[src/rtl/ptu_pkg.sv]
// ----------------------------------------------------------------------------
// ptu_pkg
// Shared types and constants of the pheromone table update engine.
// ----------------------------------------------------------------------------
`default_nettype none

package ptu_pkg;

	localparam int LEVEL_W  = 32;
	localparam int WEIGHT_W = 17;
	localparam int ACC_W    = 49;
	localparam int CFG_W    = 32;
	localparam int CFG_IDX_W = 3;
	localparam int OP_W     = 3;

	localparam logic [WEIGHT_W-1:0] ONE_Q16  = 17'd65536;
	localparam logic [ACC_W-1:0]    HALF_Q16 = 49'd32768;

	// Operation codes.
	localparam logic [OP_W-1:0] OP_READ    = 3'd0;
	localparam logic [OP_W-1:0] OP_DEPOSIT = 3'd1;
	localparam logic [OP_W-1:0] OP_ADD     = 3'd2;
	localparam logic [OP_W-1:0] OP_BLEND   = 3'd3;
	localparam logic [OP_W-1:0] OP_CLAMP   = 3'd4;
	localparam logic [OP_W-1:0] OP_FILL    = 3'd5;

	// Configuration register indexes.
	localparam logic [CFG_IDX_W-1:0] REG_EVAP_RATE     = 3'd0;
	localparam logic [CFG_IDX_W-1:0] REG_LEVEL_FLOOR   = 3'd1;
	localparam logic [CFG_IDX_W-1:0] REG_LEVEL_CEILING = 3'd2;
	localparam logic [CFG_IDX_W-1:0] REG_BOUND_ENABLE  = 3'd3;
	localparam logic [CFG_IDX_W-1:0] REG_INITIAL_LEVEL = 3'd4;
	localparam logic [CFG_IDX_W-1:0] REG_CELLS_IN_USE  = 3'd5;
	localparam logic [CFG_IDX_W-1:0] REG_VALUES_IN_USE = 3'd6;

	// Control of the shared multiply-accumulate unit.
	typedef struct packed {
		logic en;     // perform a multiply-accumulate step
		logic first;  // start from the rounding constant instead of the sum
	} mac_ctl_t;

endpackage

`default_nettype wire

[src/rtl/ptu_mac.sv]
// ----------------------------------------------------------------------------
// ptu_mac
// Shared multiply-accumulate unit used twice per weighted mix.
// ----------------------------------------------------------------------------
`default_nettype none

module ptu_mac (
	input  wire logic                            clk,
	input  wire ptu_pkg::mac_ctl_t               ctl,
	input  wire logic [ptu_pkg::LEVEL_W-1:0]     mul_a,
	input  wire logic [ptu_pkg::WEIGHT_W-1:0]    mul_b,
	output logic      [ptu_pkg::ACC_W-1:0]       acc_q
);
	import ptu_pkg::*;

	logic [ACC_W-1:0] product;
	logic [ACC_W-1:0] base;

	assign product = ACC_W'(mul_a) * ACC_W'(mul_b);
	// The first step seeds the sum with the half-unit rounding term.
	assign base    = ctl.first ? HALF_Q16 : acc_q;

	always_ff @(posedge clk) begin
		if (ctl.en) begin
			acc_q <= base + product;
		end
	end

endmodule

`default_nettype wire

[config.mk]
export PLATFORM = sky130hd
export DESIGN_NAME = ptu_mac
export DESIGN_NICKNAME = d
export VERILOG_FILES = /design/src/rtl/ptu_pkg.sv /design/src/rtl/ptu_mac.sv
export SDC_FILE = /design/constraint.sdc
export NUM_CORES = 1
export LEC_CHECK = 0
export ABC_AREA = 1
export BUFFER_PORTS_ARGS = -buffer_cell sky130_fd_sc_hd__buf_2
export CORE_MARGIN = 3
export CORE_UTILIZATION = 40
export CTS_CLUSTER_SIZE = 25
export DETAILED_ROUTE_END_ITERATION = 10
export GPL_ROUTABILITY_DRIVEN = 0
export GPL_TIMING_DRIVEN = 0
export SKIP_CTS_REPAIR_TIMING = 1
export SYNTH_ARGS = -nofsm -noshare
export SYNTH_HDL_FRONTEND = slang
export SYNTH_SLANG_ARGS = --single-unit
[constraint.sdc]
create_clock -name clk -period 9.3 [get_ports clk]
set_input_delay 1.86 -clock clk [delete_from_list [all_inputs] [get_ports clk]]
set_output_delay 1.86 -clock clk [all_outputs]
set_load 0.005 [all_outputs]
==> metrics <==
outcome finished clean; routed len/inst 18.61 um; Worst EP arrival 7.91 ns; max reg flops 49; worst r2r src acc_q[31]; sequential fraction of the synthesis area 0.06751; Post-route DRC 0; reg2reg end acc_q[47]; Iteration-0 DRC Markers 1220; FFs w/ async S/R, synth 0; number of iterations in the first detailed-routing pass 7; reg2reg path depth 19; fin crit period 7.860 ns; Post-synth EDFFs 49; Worst-Margin Slew 1.227 ns; register with the most flip-flops acc_q; # port buffers 68; Top Registers acc_q x49; clk_skew 0.01223 ns; end of the critical path acc_q[39]; flop-to-flop setup slack 4.17 ns; Core Box Area 0.05318 mm^2; largest net degree at the start of global routing 50; Yosys reg bits 49; Die ar. 0.05732 mm^2; H-tree Lvls 2; starting density of the core 0.4098; fmax 0.1272 GHz; vias per cell 4.708; Syn Area/Cell 7.484 um^2; Ports 101; Final Hold Viols 0; Die Ht 239.4 um; first-pass GRT wire length 106600 um; CTS tree built; WHS 0.6920 ns; ratio of final minimum period to clock period 0.8451; crit path kind input port to flip-flop; Worst Hold Path Cells 3; synthesized instance count 2912; worst skew pair latency 0.32 ns; most frequent cells in the layout 978 x inv_1, 914 x nand2_1, 497 x fa_1; Main synth FF type edfxtp_1; Setup violations, final 0; width of the die 239.4 um; CTS Buf Count 5; Synthesized Nets 3577; setup TNS 0 ns; post-synth cell types 25; Startpoint Class input port; TritonCTS sink count 49; CP max FO 10; Synth Warn # 0; HP Class flip-flop to flip-flop; Worst-path clk slew 0.07 ns; root buf cell clkbuf_16; Max Slew Vio Count 0; DR vias 17320; vias in the first global route 17960; initial antenna violation count 3; DP HPWL 59730 um; Antenna Nets Post-Route 0; Layout area overhead 6.309%; CP required 9.35 ns; synthesized area 0.02179 mm^2; Critical Path Sink Type flip-flop; # Max-Cap Violations 0; Congestion Overflow GR 0; most common cell after layout, fill and taps aside inv_1; total track usage 0.2489; final net count 3652; Slew HR 0.1817; # rows 84; layout cell share with drive strength beyond 1 0.04384; clock buffer depth 2; final core utilization 0.4357; Worst Setup SP mul_a[7]; RSZ-0062 raised after global routing false; Total Wirelength 68470 um
critical path: stages:
cell and delay [ns]:
clkbuf_1 0.53, clkbuf_1 0.56, nand2_1 0.17, fa_1 0.57, inv_1 0.07, fa_1 0.50, inv_1 0.05, fa_1 0.53
inv_1 0.06, fa_1 0.47, fa_1 0.51, inv_1 0.06, fa_1 0.50, inv_1 0.05, ha_1 0.35, nand2_1 0.13
inv_1 0.10, nand2_1 0.09, nor2_4 0.14, nand4_1 0.10, nand3_1 0.18, nand2_1 0.12, nand3_1 0.09, nand2_1 0.11
per-layer routing:
layer	vias to the layer above	GRT usage	part of all wire
met5	-	0	0
met4	0	0.07532	0.033
met3	112	0.03788	0.077
met2	641	0.4022	0.45
met1	8472	0.3476	0.44
li1	8097	-	-
Yosys cell counts (5+ instances only):
master,number,area [um^2]
inv_1,978,3671
nand2_1,914,3431
fa_1,497,9950
clkbuf_1,119,446.7
ha_1,116,1451
nor2_1,65,244.0
edfxtp_1,49,1471
nand3_1,35,175.2
a21oi_1,29,145.1
xor2_1,22,192.7
nand2_2,20,125.1
nor2_2,17,106.4
nand3_2,9,90.09
o21bai_1,7,52.55
xnor2_1,6,52.55
inv_2,5,18.77
nand4_1,5,31.28
nor2_4,5,56.30
kinds of logic (layout without fill, tap and decap cells):
family / Yosys count / count (layout) / synth area share
xor gates and xnor gates: 28 / 28 / 0.01125
buffers and inverters: 1102 / 1178 / 0.1898
adders and majority gates: 613 / 613 / 0.5231
other: 0 / 3 / 0
and+or+nand+nor: 1078 / 1078 / 0.1975
DFF: 49 / 49 / 0.06751
AOI/OAI and AO/OA: 42 / 42 / 0.01079
per-stage QoR:
step	instance area (um^2)	worst slack (ns)	cells
2_1_floorplan	21790	2.334	2912
3_3_place_gp	23000	1.047	3668
3_5_place_dp	23000	1.123	3668
4_1_cts	23160	1.393	3676
5_1_grt	23160	1.072	3677
6_report	23170	1.440	3679
layout make-up:
cell class                      count  area [um^2]
Inverter                          983         3690
Multi-Input combinational cell   1761        16190
Clock inverter                      3        41.29
Buffer                            119        446.7
Fill cell                        5570        30010
Sequential cell                    49         1471
Antenna cell                        3        7.507
Timing Repair Buffer               68        340.3
Clock buffer                        5        125.1
Tap cell                          688        860.8
how the worst min path moves through the flow:
stage | end | from | slack, ns
3_3_place_gp | acc_q[0] | acc_q[0] | 0.69
3_5_place_dp | acc_q[0] | acc_q[0] | 0.68
6_report | acc_q[0] | acc_q[0] | 0.69
2_1_floorplan | acc_q[0] | acc_q[0] | 0.67
4_1_cts | acc_q[0] | acc_q[0] | 0.70
5_1_grt | acc_q[0] | acc_q[0] | 0.74
Power is left out: the tool's default activity adds up to more than one toggle a clock period on the data nets, which glitch-free logic cannot reach.
